### src/rtl/pss_pkg.sv
// ----------------------------------------------------------------------------
// pss_pkg
// Shared types, codes and constants of the priority scheduler.
// ----------------------------------------------------------------------------
package pss_pkg;

  localparam int unsigned NumThreads  = 16;
  localparam int unsigned SlotW       = 4;
  localparam int unsigned CountW      = 5;
  localparam int unsigned PrioW       = 6;
  localparam int unsigned TimeW       = 32;
  localparam int unsigned MaxPriority = 63;
  localparam logic [PrioW-1:0] DefaultPriority = 6'd31;
  localparam logic [7:0]       SliceReset      = 8'd4;

  typedef enum logic [2:0] {
    REQ_TICK  = 3'd0,
    REQ_CREATE = 3'd1,
    REQ_SLEEP = 3'd2,
    REQ_YIELD = 3'd3,
    REQ_SETPRI = 3'd4,
    REQ_BLOCK = 3'd5,
    REQ_UNBLOCK = 3'd6,
    REQ_EXIT  = 3'd7
  } req_e;

  typedef enum logic [1:0] {
    ST_FREE    = 2'd0,
    ST_READY   = 2'd1,
    ST_RUNNING = 2'd2,
    ST_BLOCKED = 2'd3
  } slot_st_e;

  typedef enum logic [1:0] {
    STAT_OK      = 2'd0,
    STAT_BUSY    = 2'd1,
    STAT_IDLE    = 2'd2,
    STAT_NOTBLK  = 2'd3
  } status_e;

  // Compare unit operands and result.
  typedef struct packed {
    logic [TimeW-1:0] a;
    logic [TimeW-1:0] b;
  } cmp_req_t;

  typedef struct packed {
    logic le;
    logic lt;
  } cmp_rsp_t;

endpackage

### src/rtl/pss_cmp.sv
// ----------------------------------------------------------------------------
// pss_cmp
// Shared unsigned magnitude comparator used by every queue walk.
// ----------------------------------------------------------------------------
module pss_cmp (
  input  pss_pkg::cmp_req_t req_i,
  output pss_pkg::cmp_rsp_t rsp_o
);

  // Compare both operands once, report both relations.
  assign rsp_o.lt = req_i.a < req_i.b;
  assign rsp_o.le = req_i.a <= req_i.b;

endmodule

### src/rtl/priority_scheduler_with_sleep_queue.sv
// ----------------------------------------------------------------------------
// priority_scheduler_with_sleep_queue
// Thread scheduler with a priority ready queue and a wake-time sleep queue.
// ----------------------------------------------------------------------------
// Usage:
//   A request enters on req_valid_i when req_stall_o is low. The block then
//   stalls until it has produced one result on rsp_valid_o; that result is
//   held while rsp_stall_i is high and the next request waits meanwhile.
//   The time slice register is written on cfg_valid_i / cfg_ready_o.
// Queue walks:
//   Every queue insert or wake walks the queue one entry a cycle through one
//   shared comparator, shifting entries one a cycle. A request that only
//   returns a status touches no queue; the others take longer the more
//   queue entries they touch, most of all a tick that wakes all 16 sleepers.
// Reset:
//   Slot 0 runs with priority 31, all other slots are free, both queues are
//   empty and the time slice is 4. No clearing pass is needed.
// ----------------------------------------------------------------------------
module priority_scheduler_with_sleep_queue (
  input  logic        clk_i,
  input  logic        rst_ni,
  input  logic        req_valid_i,
  output logic        req_stall_o,
  input  logic [2:0]  req_type_i,
  input  logic [3:0]  thread_slot_i,
  input  logic [5:0]  priority_req_i,
  input  logic [31:0] time_value_i,
  output logic        rsp_valid_o,
  input  logic        rsp_stall_i,
  output logic [3:0]  running_slot_o,
  output logic        running_idle_o,
  output logic        switched_o,
  output logic [4:0]  woken_count_o,
  output logic [1:0]  status_o,
  input  logic        cfg_valid_i,
  output logic        cfg_ready_o,
  input  logic [7:0]  cfg_time_slice_i
);

  localparam int unsigned SW = pss_pkg::SlotW;
  localparam int unsigned CW = pss_pkg::CountW;
  localparam int unsigned TW = pss_pkg::TimeW;
  localparam int unsigned NT = pss_pkg::NumThreads;

  typedef enum logic [10:0] {
    S_IDLE   = 11'b00000000001,
    S_DECODE = 11'b00000000010,
    S_WAKE   = 11'b00000000100,  // test sleep head
    S_WSHIFT = 11'b00000001000,  // pop sleep head
    S_SLICE  = 11'b00000010000,
    S_RSCAN  = 11'b00000100000,  // find insert position in ready queue
    S_RSHIFT = 11'b00001000000,  // open a hole, then write
    S_SSCAN  = 11'b00010000000,
    S_SSHIFT = 11'b00100000000,
    S_DISP   = 11'b01000000000,  // pop ready head
    S_DONE   = 11'b10000000000
  } state_e;

  // What to do after a ready insert finishes.
  typedef enum logic [3:0] {
    AFT_WAKE  = 4'b0001,
    AFT_DISP  = 4'b0010,
    AFT_DONE  = 4'b0100,
    AFT_YIELD = 4'b1000   // requeue the running thread, then dispatch
  } after_e;

  state_e state_q;
  after_e after_q;

  logic [7:0]    slice_len_q;
  logic [1:0]    st_q   [NT];
  logic [5:0]    prio_q [NT];
  logic [TW-1:0] wake_q [NT];
  logic [SW-1:0] rdy_q  [NT];
  logic [SW-1:0] slp_q  [NT];
  logic [CW-1:0] rcnt_q, scnt_q;
  logic [SW-1:0] cur_q;
  logic          idle_q;
  logic [7:0]    slice_q;

  logic [2:0]    req_q;
  logic [SW-1:0] slot_q;
  logic [5:0]    pr_q;
  logic [TW-1:0] tv_q;
  logic          bidle_q;
  logic [SW-1:0] bslot_q;
  logic [CW-1:0] woken_q;
  logic [1:0]    stat_q;
  logic [SW-1:0] ins_q;   // slot being inserted
  logic [CW-1:0] pos_q;   // walk index
  logic          out_v_q;

  // Shared compare unit.
  pss_pkg::cmp_req_t cmp_req;
  pss_pkg::cmp_rsp_t cmp_rsp;
  pss_cmp u_cmp (.req_i(cmp_req), .rsp_o(cmp_rsp));

  logic [SW-1:0] pos_ix;
  assign pos_ix = pos_q[SW-1:0];

  always_comb begin
    cmp_req = '0;
    unique case (state_q)
      S_WAKE: begin
        cmp_req.a = wake_q[slp_q[0]];
        cmp_req.b = tv_q;
      end
      S_RSCAN: begin
        // keep walking while queued priority >= new, i.e. new <= queued
        cmp_req.a = {{(TW-6){1'b0}}, prio_q[ins_q]};
        cmp_req.b = {{(TW-6){1'b0}}, prio_q[rdy_q[pos_ix]]};
      end
      S_SSCAN: begin
        cmp_req.a = wake_q[slp_q[pos_ix]];
        cmp_req.b = wake_q[ins_q];
      end
      S_DECODE: begin
        // set-priority: new < ready head
        cmp_req.a = {{(TW-6){1'b0}}, pr_q};
        cmp_req.b = {{(TW-6){1'b0}}, prio_q[rdy_q[0]]};
      end
      default: cmp_req = '0;
    endcase
  end

  logic in_sleep;
  always_comb begin
    in_sleep = 1'b0;
    for (int i = 0; i < NT; i++) begin
      if (CW'(i) < scnt_q && slp_q[i] == slot_q) in_sleep = 1'b1;
    end
  end

  assign req_stall_o = (state_q != S_IDLE) || out_v_q;
  assign cfg_ready_o = 1'b1;
  assign rsp_valid_o = out_v_q;

  // Sequencer.
  always_ff @(posedge clk_i or negedge rst_ni) begin
    if (!rst_ni) begin
      state_q     <= S_IDLE;
      after_q     <= AFT_DONE;
      slice_len_q <= pss_pkg::SliceReset;
      for (int i = 0; i < NT; i++) begin
        st_q[i]   <= pss_pkg::ST_FREE;
        prio_q[i] <= '0;
      end
      st_q[0]   <= pss_pkg::ST_RUNNING;
      prio_q[0] <= pss_pkg::DefaultPriority;
      rcnt_q    <= '0;
      scnt_q    <= '0;
      cur_q     <= '0;
      idle_q    <= 1'b0;
      slice_q   <= '0;
      out_v_q   <= 1'b0;
      pos_q     <= '0;
    end else begin
      if (cfg_valid_i) begin
        slice_len_q <= cfg_time_slice_i;
      end
      if (out_v_q && !rsp_stall_i) begin
        out_v_q <= 1'b0;
      end
      unique case (state_q)
        S_IDLE: begin
          if (req_valid_i && !req_stall_o) begin
            req_q   <= req_type_i;
            slot_q  <= thread_slot_i;
            pr_q    <= priority_req_i;
            tv_q    <= time_value_i;
            bidle_q <= idle_q;
            bslot_q <= idle_q ? '0 : cur_q;
            woken_q <= '0;
            stat_q  <= pss_pkg::STAT_OK;
            state_q <= S_DECODE;
          end
        end
        S_DECODE: begin
          unique case (pss_pkg::req_e'(req_q))
            pss_pkg::REQ_TICK: state_q <= S_WAKE;
            pss_pkg::REQ_CREATE: begin
              if (st_q[slot_q] != pss_pkg::ST_FREE) begin
                stat_q  <= pss_pkg::STAT_BUSY;
                state_q <= S_DONE;
              end else begin
                prio_q[slot_q] <= pr_q;
                ins_q   <= slot_q;
                pos_q   <= '0;
                after_q <= (pr_q > (idle_q ? 6'd0 : prio_q[cur_q])) ? AFT_YIELD : AFT_DONE;
                state_q <= S_RSCAN;
              end
            end
            pss_pkg::REQ_SLEEP: begin
              if (idle_q) begin
                stat_q  <= pss_pkg::STAT_IDLE;
                state_q <= S_DONE;
              end else begin
                wake_q[cur_q] <= tv_q;
                ins_q   <= cur_q;
                pos_q   <= '0;
                state_q <= S_SSCAN;
              end
            end
            pss_pkg::REQ_YIELD: begin
              if (idle_q) begin
                state_q <= S_DISP;
              end else begin
                ins_q   <= cur_q;
                pos_q   <= '0;
                after_q <= AFT_DISP;
                state_q <= S_RSCAN;
              end
            end
            pss_pkg::REQ_SETPRI: begin
              if (idle_q) begin
                state_q <= S_DONE;
              end else begin
                prio_q[cur_q] <= pr_q;
                if (rcnt_q != '0 && cmp_rsp.lt) begin
                  ins_q   <= cur_q;
                  pos_q   <= '0;
                  after_q <= AFT_DISP;
                  state_q <= S_RSCAN;
                end else begin
                  state_q <= S_DONE;
                end
              end
            end
            pss_pkg::REQ_UNBLOCK: begin
              if (st_q[slot_q] != pss_pkg::ST_BLOCKED || in_sleep) begin
                stat_q  <= pss_pkg::STAT_NOTBLK;
                state_q <= S_DONE;
              end else begin
                ins_q   <= slot_q;
                pos_q   <= '0;
                after_q <= AFT_DONE;
                state_q <= S_RSCAN;
              end
            end
            default: begin
              // block or exit
              if (idle_q) begin
                stat_q  <= pss_pkg::STAT_IDLE;
                state_q <= S_DONE;
              end else begin
                st_q[cur_q] <= (req_q == pss_pkg::REQ_BLOCK) ?
                               pss_pkg::ST_BLOCKED : pss_pkg::ST_FREE;
                state_q <= S_DISP;
              end
            end
          endcase
        end
        // Wake: test sleep head against current time.
        S_WAKE: begin
          if (scnt_q != '0 && cmp_rsp.le) begin
            ins_q   <= slp_q[0];
            pos_q   <= CW'(1);
            state_q <= S_WSHIFT;
          end else begin
            state_q <= S_SLICE;
          end
        end
        // Pop sleep head one entry a cycle, then insert into ready queue.
        S_WSHIFT: begin
          if (pos_q < scnt_q) begin
            slp_q[pos_ix - SW'(1)] <= slp_q[pos_ix];
            pos_q <= pos_q + CW'(1);
          end else begin
            scnt_q  <= scnt_q - CW'(1);
            woken_q <= woken_q + CW'(1);
            pos_q   <= '0;
            after_q <= AFT_WAKE;
            state_q <= S_RSCAN;
          end
        end
        S_SLICE: begin
          logic [7:0] sc;
          sc = (slice_q != 8'hFF) ? slice_q + 8'd1 : slice_q;
          slice_q <= sc;
          if (sc >= slice_len_q) begin
            if (idle_q) begin
              state_q <= S_DISP;
            end else begin
              ins_q   <= cur_q;
              pos_q   <= '0;
              after_q <= AFT_DISP;
              state_q <= S_RSCAN;
            end
          end else begin
            state_q <= S_DONE;
          end
        end
        // Walk ready queue while queued priority >= new.
        S_RSCAN: begin
          if (pos_q < rcnt_q && cmp_rsp.le) begin
            pos_q <= pos_q + CW'(1);
          end else begin
            // pos_q is insert position; shift from the tail down
            slot_q  <= pos_ix;
            pos_q   <= rcnt_q;
            state_q <= S_RSHIFT;
          end
        end
        S_RSHIFT: begin
          if (pos_q > {1'b0, slot_q}) begin
            rdy_q[pos_ix] <= rdy_q[pos_ix - SW'(1)];
            pos_q <= pos_q - CW'(1);
          end else begin
            rdy_q[slot_q]  <= ins_q;
            st_q[ins_q]    <= pss_pkg::ST_READY;
            rcnt_q         <= rcnt_q + CW'(1);
            pos_q          <= '0;
            unique case (after_q)
              AFT_WAKE: state_q <= S_WAKE;
              AFT_DISP: state_q <= S_DISP;
              AFT_YIELD: begin
                // Requeue the running thread unless idle runs, then dispatch.
                if (idle_q) begin
                  state_q <= S_DISP;
                end else begin
                  ins_q   <= cur_q;
                  after_q <= AFT_DISP;
                  state_q <= S_RSCAN;
                end
              end
              default:  state_q <= S_DONE;
            endcase
          end
        end
        S_SSCAN: begin
          if (pos_q < scnt_q && cmp_rsp.le) begin
            pos_q <= pos_q + CW'(1);
          end else begin
            slot_q  <= pos_ix;
            pos_q   <= scnt_q;
            state_q <= S_SSHIFT;
          end
        end
        S_SSHIFT: begin
          if (pos_q > {1'b0, slot_q}) begin
            slp_q[pos_ix] <= slp_q[pos_ix - SW'(1)];
            pos_q <= pos_q - CW'(1);
          end else begin
            slp_q[slot_q] <= ins_q;
            st_q[ins_q]   <= pss_pkg::ST_BLOCKED;
            scnt_q        <= scnt_q + CW'(1);
            pos_q         <= '0;
            state_q       <= S_DISP;
          end
        end
        // Dispatch: take ready head (or go idle if none), then close the gap one entry a cycle.
        S_DISP: begin
          if (pos_q == '0) begin
            slice_q <= '0;
            if (rcnt_q == '0) begin
              idle_q  <= 1'b1;
              cur_q   <= '0;
              state_q <= S_DONE;
            end else begin
              cur_q   <= rdy_q[0];
              idle_q  <= 1'b0;
              st_q[rdy_q[0]] <= pss_pkg::ST_RUNNING;
              pos_q   <= CW'(1);
            end
          end else if (pos_q < rcnt_q) begin
            rdy_q[pos_ix - SW'(1)] <= rdy_q[pos_ix];
            pos_q <= pos_q + CW'(1);
          end else begin
            rcnt_q  <= rcnt_q - CW'(1);
            pos_q   <= '0;
            state_q <= S_DONE;
          end
        end
        S_DONE: begin
          if (!out_v_q) begin
            running_slot_o <= idle_q ? '0 : cur_q;
            running_idle_o <= idle_q;
            switched_o     <= (bidle_q != idle_q) || (bslot_q != (idle_q ? '0 : cur_q));
            woken_count_o  <= woken_q;
            status_o       <= stat_q;
            out_v_q        <= 1'b1;
            state_q        <= S_IDLE;
          end
        end
        default: state_q <= S_IDLE;
      endcase
    end
  end

endmodule

### config.mk
export PLATFORM = sky130hd
export DESIGN_NAME = priority_scheduler_with_sleep_queue
export DESIGN_NICKNAME = d
export VERILOG_FILES = /design/src/rtl/pss_pkg.sv /design/src/rtl/pss_cmp.sv /design/src/rtl/priority_scheduler_with_sleep_queue.sv
export SDC_FILE = /design/constraint.sdc
export NUM_CORES = 2
export LEC_CHECK = 0
export BUFFER_PORTS_ARGS = -buffer_cell sky130_fd_sc_hd__buf_2
export CORE_MARGIN = 2
export CORE_UTILIZATION = 45
export DETAILED_ROUTE_END_ITERATION = 10
export PLACE_DENSITY = 0.71
export SETUP_SLACK_MARGIN = 0.2
export SYNTH_ARGS = -nofsm -noshare
export SYNTH_HDL_FRONTEND = slang
export SYNTH_SLANG_ARGS = --single-unit
### constraint.sdc
create_clock -name clk_i -period 5.65 [get_ports clk_i]
set_clock_uncertainty 0.15 [all_clocks]
set_input_delay 1.4125 -clock clk_i [delete_from_list [all_inputs] [get_ports clk_i]]
set_output_delay 1.4125 -clock clk_i [all_outputs]
set_load 0.05 [all_outputs]
; ---- Yosys cells after proc, flatten, opt, wreduce, memory -nomap -nowiden
; Memory sizes are Yosys's and may differ from the RTL's. A register that Yosys moved wholly into a read port is not among the register bits.
; Cells that the tools add are included.
; Widths: inputs -> output; s select.
[classes]
eq_ne = 72
n_lt_le_gt_ge = 32
bitwise_logic = 13
n_reduce_logical = 78
mux = 181
add_sub_neg = 9
[op_table]
columns = cell, n
row1 = $pmux 64 s4, 1
row2 = $bwmux 96, 2
row3 = $mux 32, 6
row4 = $mux 96, 2
row5 = $pmux 96 s2, 1
row6 = $mux 11, 17
row7 = $mux 4, 33
row8 = $pmux 32 s4, 1
row9 = $pmux 11 s11, 1
row10 = $mux 5, 22
row11 = $bmux 6 s4, 4
row12 = $mux 6, 11
row13 = $pmux 11 s6, 1
row14 = $eq 4x4->1, 16
row15 = $pmux 4 s4, 4
row16 = $demux 6 s4, 2
row17 = $mux 1, 45
row18 = $lt 4x5->1 const A, 8
row19 = $ne 2x2->1 const B, 20
row20 = $pmux 5 s8, 1
row21 = $logic_and 1x1->1, 33
row22 = $pmux 11 s3, 1
row23 = $and 16x16->16, 2
row24 = $bwmux 32, 1
row25 = 76 further kinds, 150
[totals]
output_inout_bits = 16
n_memories = 3
ram_bits = 640
regBits = 254
[memory_table]
columns = name, words, word_bits, rd, rd_ports_with_merged_regs, wr, line
row1 = wake_q, 16, 32, 3, 1, 1, priority_scheduler_with_sleep_queue.sv:73  ; logic [TW-1:0] wake_q [NT];
row2 = rdy_q, 16, 4, 3, 0, 1, priority_scheduler_with_sleep_queue.sv:74  ; logic [SW-1:0] rdy_q [NT];
row3 = slp_q, 16, 4, 18, 0, 1, priority_scheduler_with_sleep_queue.sv:75  ; logic [SW-1:0] slp_q [NT];

; ---- Longest topological paths before layout
; An unclocked memory read counts as a cell.
[logic_depth]
ltp_word = 24
ltp_mapped = 25
depth_no_buf = 19

; ---- Modules after synthesis
; Synthesis repeated with hierarchy kept, for this count alone.
[hier_totals]
cells_unflattened = 4016
area_unflattened_um2 = 52539.1
[modules_own_cells]
columns = mod, instances, cells_per_inst, area_per_inst_um2
row1 = priority_scheduler_with_sleep_queue, 1, 3898, 51718.4
row2 = pss_cmp, 1, 118, 820.8

; ---- Worst setup path before layout
; Ideal clock, no wire load.
[synth_path]
path_kind = register -> register
startpoint = register pos_q[1]
endpoint = register (tool-made name)
synth_period_minus_slack_ns = 5.569
path_stages_with_launch = 22
arrival_ns = 5.295
setup_slack_ns = 0.081
path_buffers = 5
setup_time_ns = 0.123
cell_sequence = dfrtp_1 -> buf_2 -> buf_4 -> buf_4 -> mux4_2 -> nand2_1 -> nand3_1 -> o21ai_1 -> buf_2 -> clkbuf_1 -> mux4_2 -> a22oi_1 -> nand3_1 -> ha_1 -> a21oi_1 -> o21ai_1 -> a221oi_1 -> or3b_1 -> a2111oi_4 -> o311ai_1 -> nor4_4 -> mux2_1
[synth_rtl]
columns = element, line
row1 = start: declaration, priority_scheduler_with_sleep_queue.sv:90  ; logic [CW-1:0] pos_q;
row2 = start signal: assignment, priority_scheduler_with_sleep_queue.sv:267  ; pos_q <= pos_q + CW'(1);
row3 = start signal: assignment, priority_scheduler_with_sleep_queue.sv:296  ; pos_q <= pos_q + CW'(1);
row4 = start signal: assignment, priority_scheduler_with_sleep_queue.sv:300  ; pos_q <= rcnt_q;

==> impl_results.md <==
* Status: complete, but fails checks
* Failing checks: negative setup slack
* Highest-count cells in the layout ignoring fill and taps: edfxtp_1, mux4_2, buf_4
* Count of pins over their slew limit at 0
* Die area at 119000 um^2
* Diode count at 0
* Hold slack at 0.272 ns
* Overall power at 20100 uW
* Yosys warns at 0
* Critical Path Start Type: register
* Final setup fails at 26
* Tmin final at 6.11 ns
* Switching pwr at 5910 uW
* Mapped Nets at 3593
* RD Place Congestion at 0.954
* Largest family of logic cells by synthesized area: multiplexers
* Synth Area in Adders at 1.74%
* Max VDD drop at 0.000268 V
* Vias at 37300
* Hold Crit Depth at 0
* Dominant synthesized flop cell: edfxtp_1
* Multi-input logic area at 25600 um^2
* Final WL at 165 mm
* Sequential fraction of the synthesis area at 50.0%
* Synth Area in Compound Gates at 7.08%
* R2R Setup Slk at -0.46 ns
* # clock sinks at 898
* Nets at 3889
* Fmax at 164 MHz
* Routed WL per cell at 30.7 um
* Vias in the first global route at 36000
* Data required time of the critical path at 6.07 ns
* First-pass GRT wire length at 239 mm
* # fillers at 9048
* Proportion of power drawn by flip-flops and latches at 39.8%
* Pin count of the biggest net entering global routing at 76
* XOR/XNOR share of the synthesized area at 1.50%
* Combinational fraction of design power at 25.3%
* Core ar. at 115000 um^2
* Crit. Startpoint: pos_q[0]$_DFFE_PN0P_
* Drt drc at 0
* Synth Cell Area at 52100 um^2
* Simple-gate share of the synthesized area at 6.72%
* Post-DRT Antenna Nets at 0
* Clk slew on worst S/H paths at 0.06 ns
* Crit path max fanout at 6
* CTS root buffer: clkbuf_16
* Top-Level Pins at 74
* Final hold violation count at 0
* DP HPWL at 103 mm
* Die width at 344 um
* Hold_sp: stat_q[0]$_SDFFCE_PP0P_
* Worst Hold Class: register to register
* Clock group share of total power at 34.9%
* CTS max path bufs at 3
* CTS tree: done
* Worst reg2reg path depth at 24
* Share of cells above drive strength 1 at 38.0%
* TritonCTS buffer count at 99
* Layout overhead on the synthesized area at 18.3%
* EDFF count, synth at 714
* Syn_area_per_cell at 15.0 um^2
* Via/cell ratio at 6.96
* Die Height at 344 um
* Power Density at 326 nW/um^2
* Clk Latency, worst-skew pair at 0.71 ns
* Final period util at 108%
* H-tree depth at 3
* FF+latch area at 26100 um^2
* Post-Synthesis Cells at 3463
* Critical path type: register to register
* Worst Hold End: status_o[0]$_DFFE_PP_
* Tot GR Track Use at 27.1%
* Worst r2r src: pos_q[0]$_DFFE_PN0P_
* CP arrival at 6.53 ns
* Multiplexer area fraction after synthesis at 30.3%
* LEAKAGE at 0.0217 uW
* Initial DRC count at 5656
* # rows at 124
* Dpl ws at -0.613 ns
* Input/output buffers at 72
* Initial antenna violation count at 0
* Starting density of the core at 45.4%
* Internal power at 14200 uW
* Synth Register Bits at 898
* Total congestion overflow at 0
* Commonest non-fill, non-tap cell in the layout: edfxtp_1
* Max-slew headroom at 12.5%
* CTS Hold Buffers Added at 0
* Async SR Flop Fraction at 20.0%
* Initial DRT Pass Iterations at 7
* Sw Share at 29.4%
* Setup ws final at -0.456 ns
* Maxcap violations at 0
* Unrepaired setup endpoints after global routing: true
* Tightest Pin Transition at 1.31 ns
* Synth unique cells at 98
* CP endpoint kind: register
critical path, cell delays in order (launching register included):
cell	delay, ns
dfrtp_4	0.51
mux4_2	0.52
mux4_4	0.69
buf_12	0.18
buf_16	0.13
buf_4	0.14
or3_4	0.36
buf_12	0.16
clkbuf_16	0.17
o22ai_1	0.13
a22oi_1	0.12
nand3_2	0.12
ha_4	0.21
buf_4	0.15
nand4_1	0.15
nor2_1	0.10
a221oi_2	0.37
o211ai_4	0.13
buf_12	0.17
a2111oi_4	0.30
buf_4	0.20
o311ai_4	0.10
nor4_4	0.21
buf_6	0.18
mux2_4	0.30
timing repair:
item,in CTS,in global routing
cloned,3,6
endpoints found under the setup margin,30,30
endpoints found under the hold margin,0,0
buffers inserted,18,42
gates resized for setup,63,101
pin swaps,24,58
final cells by class:
type / count / share of cell area (%)
multi-input combinational: 2249 / 41.5
clock inverter: 69 / 1.43
clock buffer: 118 / 4.29
tap: 1512 / 3.07
sequential: 898 / 42.3
inverter: 42 / 0.258
timing repair buffer: 469 / 7.17
synth_stat cells, drive strengths merged, types with 47 or more instances:
master	n	area (um^2)
a21oi	131	671
a22oi	103	778
buf	120	643
clkbuf	154	578
dfrtp	171	4280
edfxtp	714	21400
ha	71	888
mux2	104	1170
mux2i	125	1250
mux4	594	13400
nand2	195	734
nand3	83	438
nor2	188	797
o21ai	136	684
o22ai	47	294
xnor2	57	499
per-layer routing:
| layer | vias up | GRT usage (%) | share of wire, % |
|---|---|---|---|
| met5 | - | 0 | 0 |
| met4 | 0 | 11.5 | 5.0 |
| met3 | 515 | 6.52 | 12 |
| met2 | 2927 | 41.5 | 46 |
| met1 | 18900 | 37.2 | 37 |
| li1 | 14900 | - | - |
registers in the layout (all words and copies together), names as in the netlist, 6 cells and up, named ones only:
| name | count |
|---|---|
| wake_q | 512 |
| state_q | 11 |
| rdy_q | 64 |
| slp_q | 64 |
| slice_q | 8 |
| pr_q | 6 |
| tv_q | 32 |
| slice_len_q | 8 |
| prio_q | 96 |
| st_q | 32 |
metrics by stage:
stage                     TNS [ns]  instance area [um^2]  instances  utilization (%)
final                        -8.28                 61600       5357             53.8
after global routing        -11.42                 61600       5357             53.8
after CTS                    -5.23                 60600       5309             52.8
after detailed placement    -11.72                 56500       5101             49.3
after global placement      -10.34                 56500       5101             49.3
after floorplan                  0                 52100       3463                -
power groups by stage:
stage	logic (uW)	registers, uW	clock network (uW)
after floorplan	2960	7930	0
after detailed placement	4450	8110	0
after global routing	5330	8030	7320
after CTS	4700	7980	7070
after global placement	4400	8100	0
final	5070	8000	7010
worst max path at each step:
stage | to | slack [ns]
final | register | -0.46
after floorplan | register | 0.21
after detailed placement | register | -0.61
after global placement | register | -0.57
after CTS | register | -0.32
after global routing | register | -0.57
cells by family after synthesis:
group                      Yosys count
buffers and inverters              316
other                                1
and+or+nand+nor                    694
adders and majority gates           72
DFF                                898
muxes                              823
xor gates and xnor gates            89
AOI/OAI and AO/OA                  570
No activity file was read; power rests on OpenSTA's default activity.
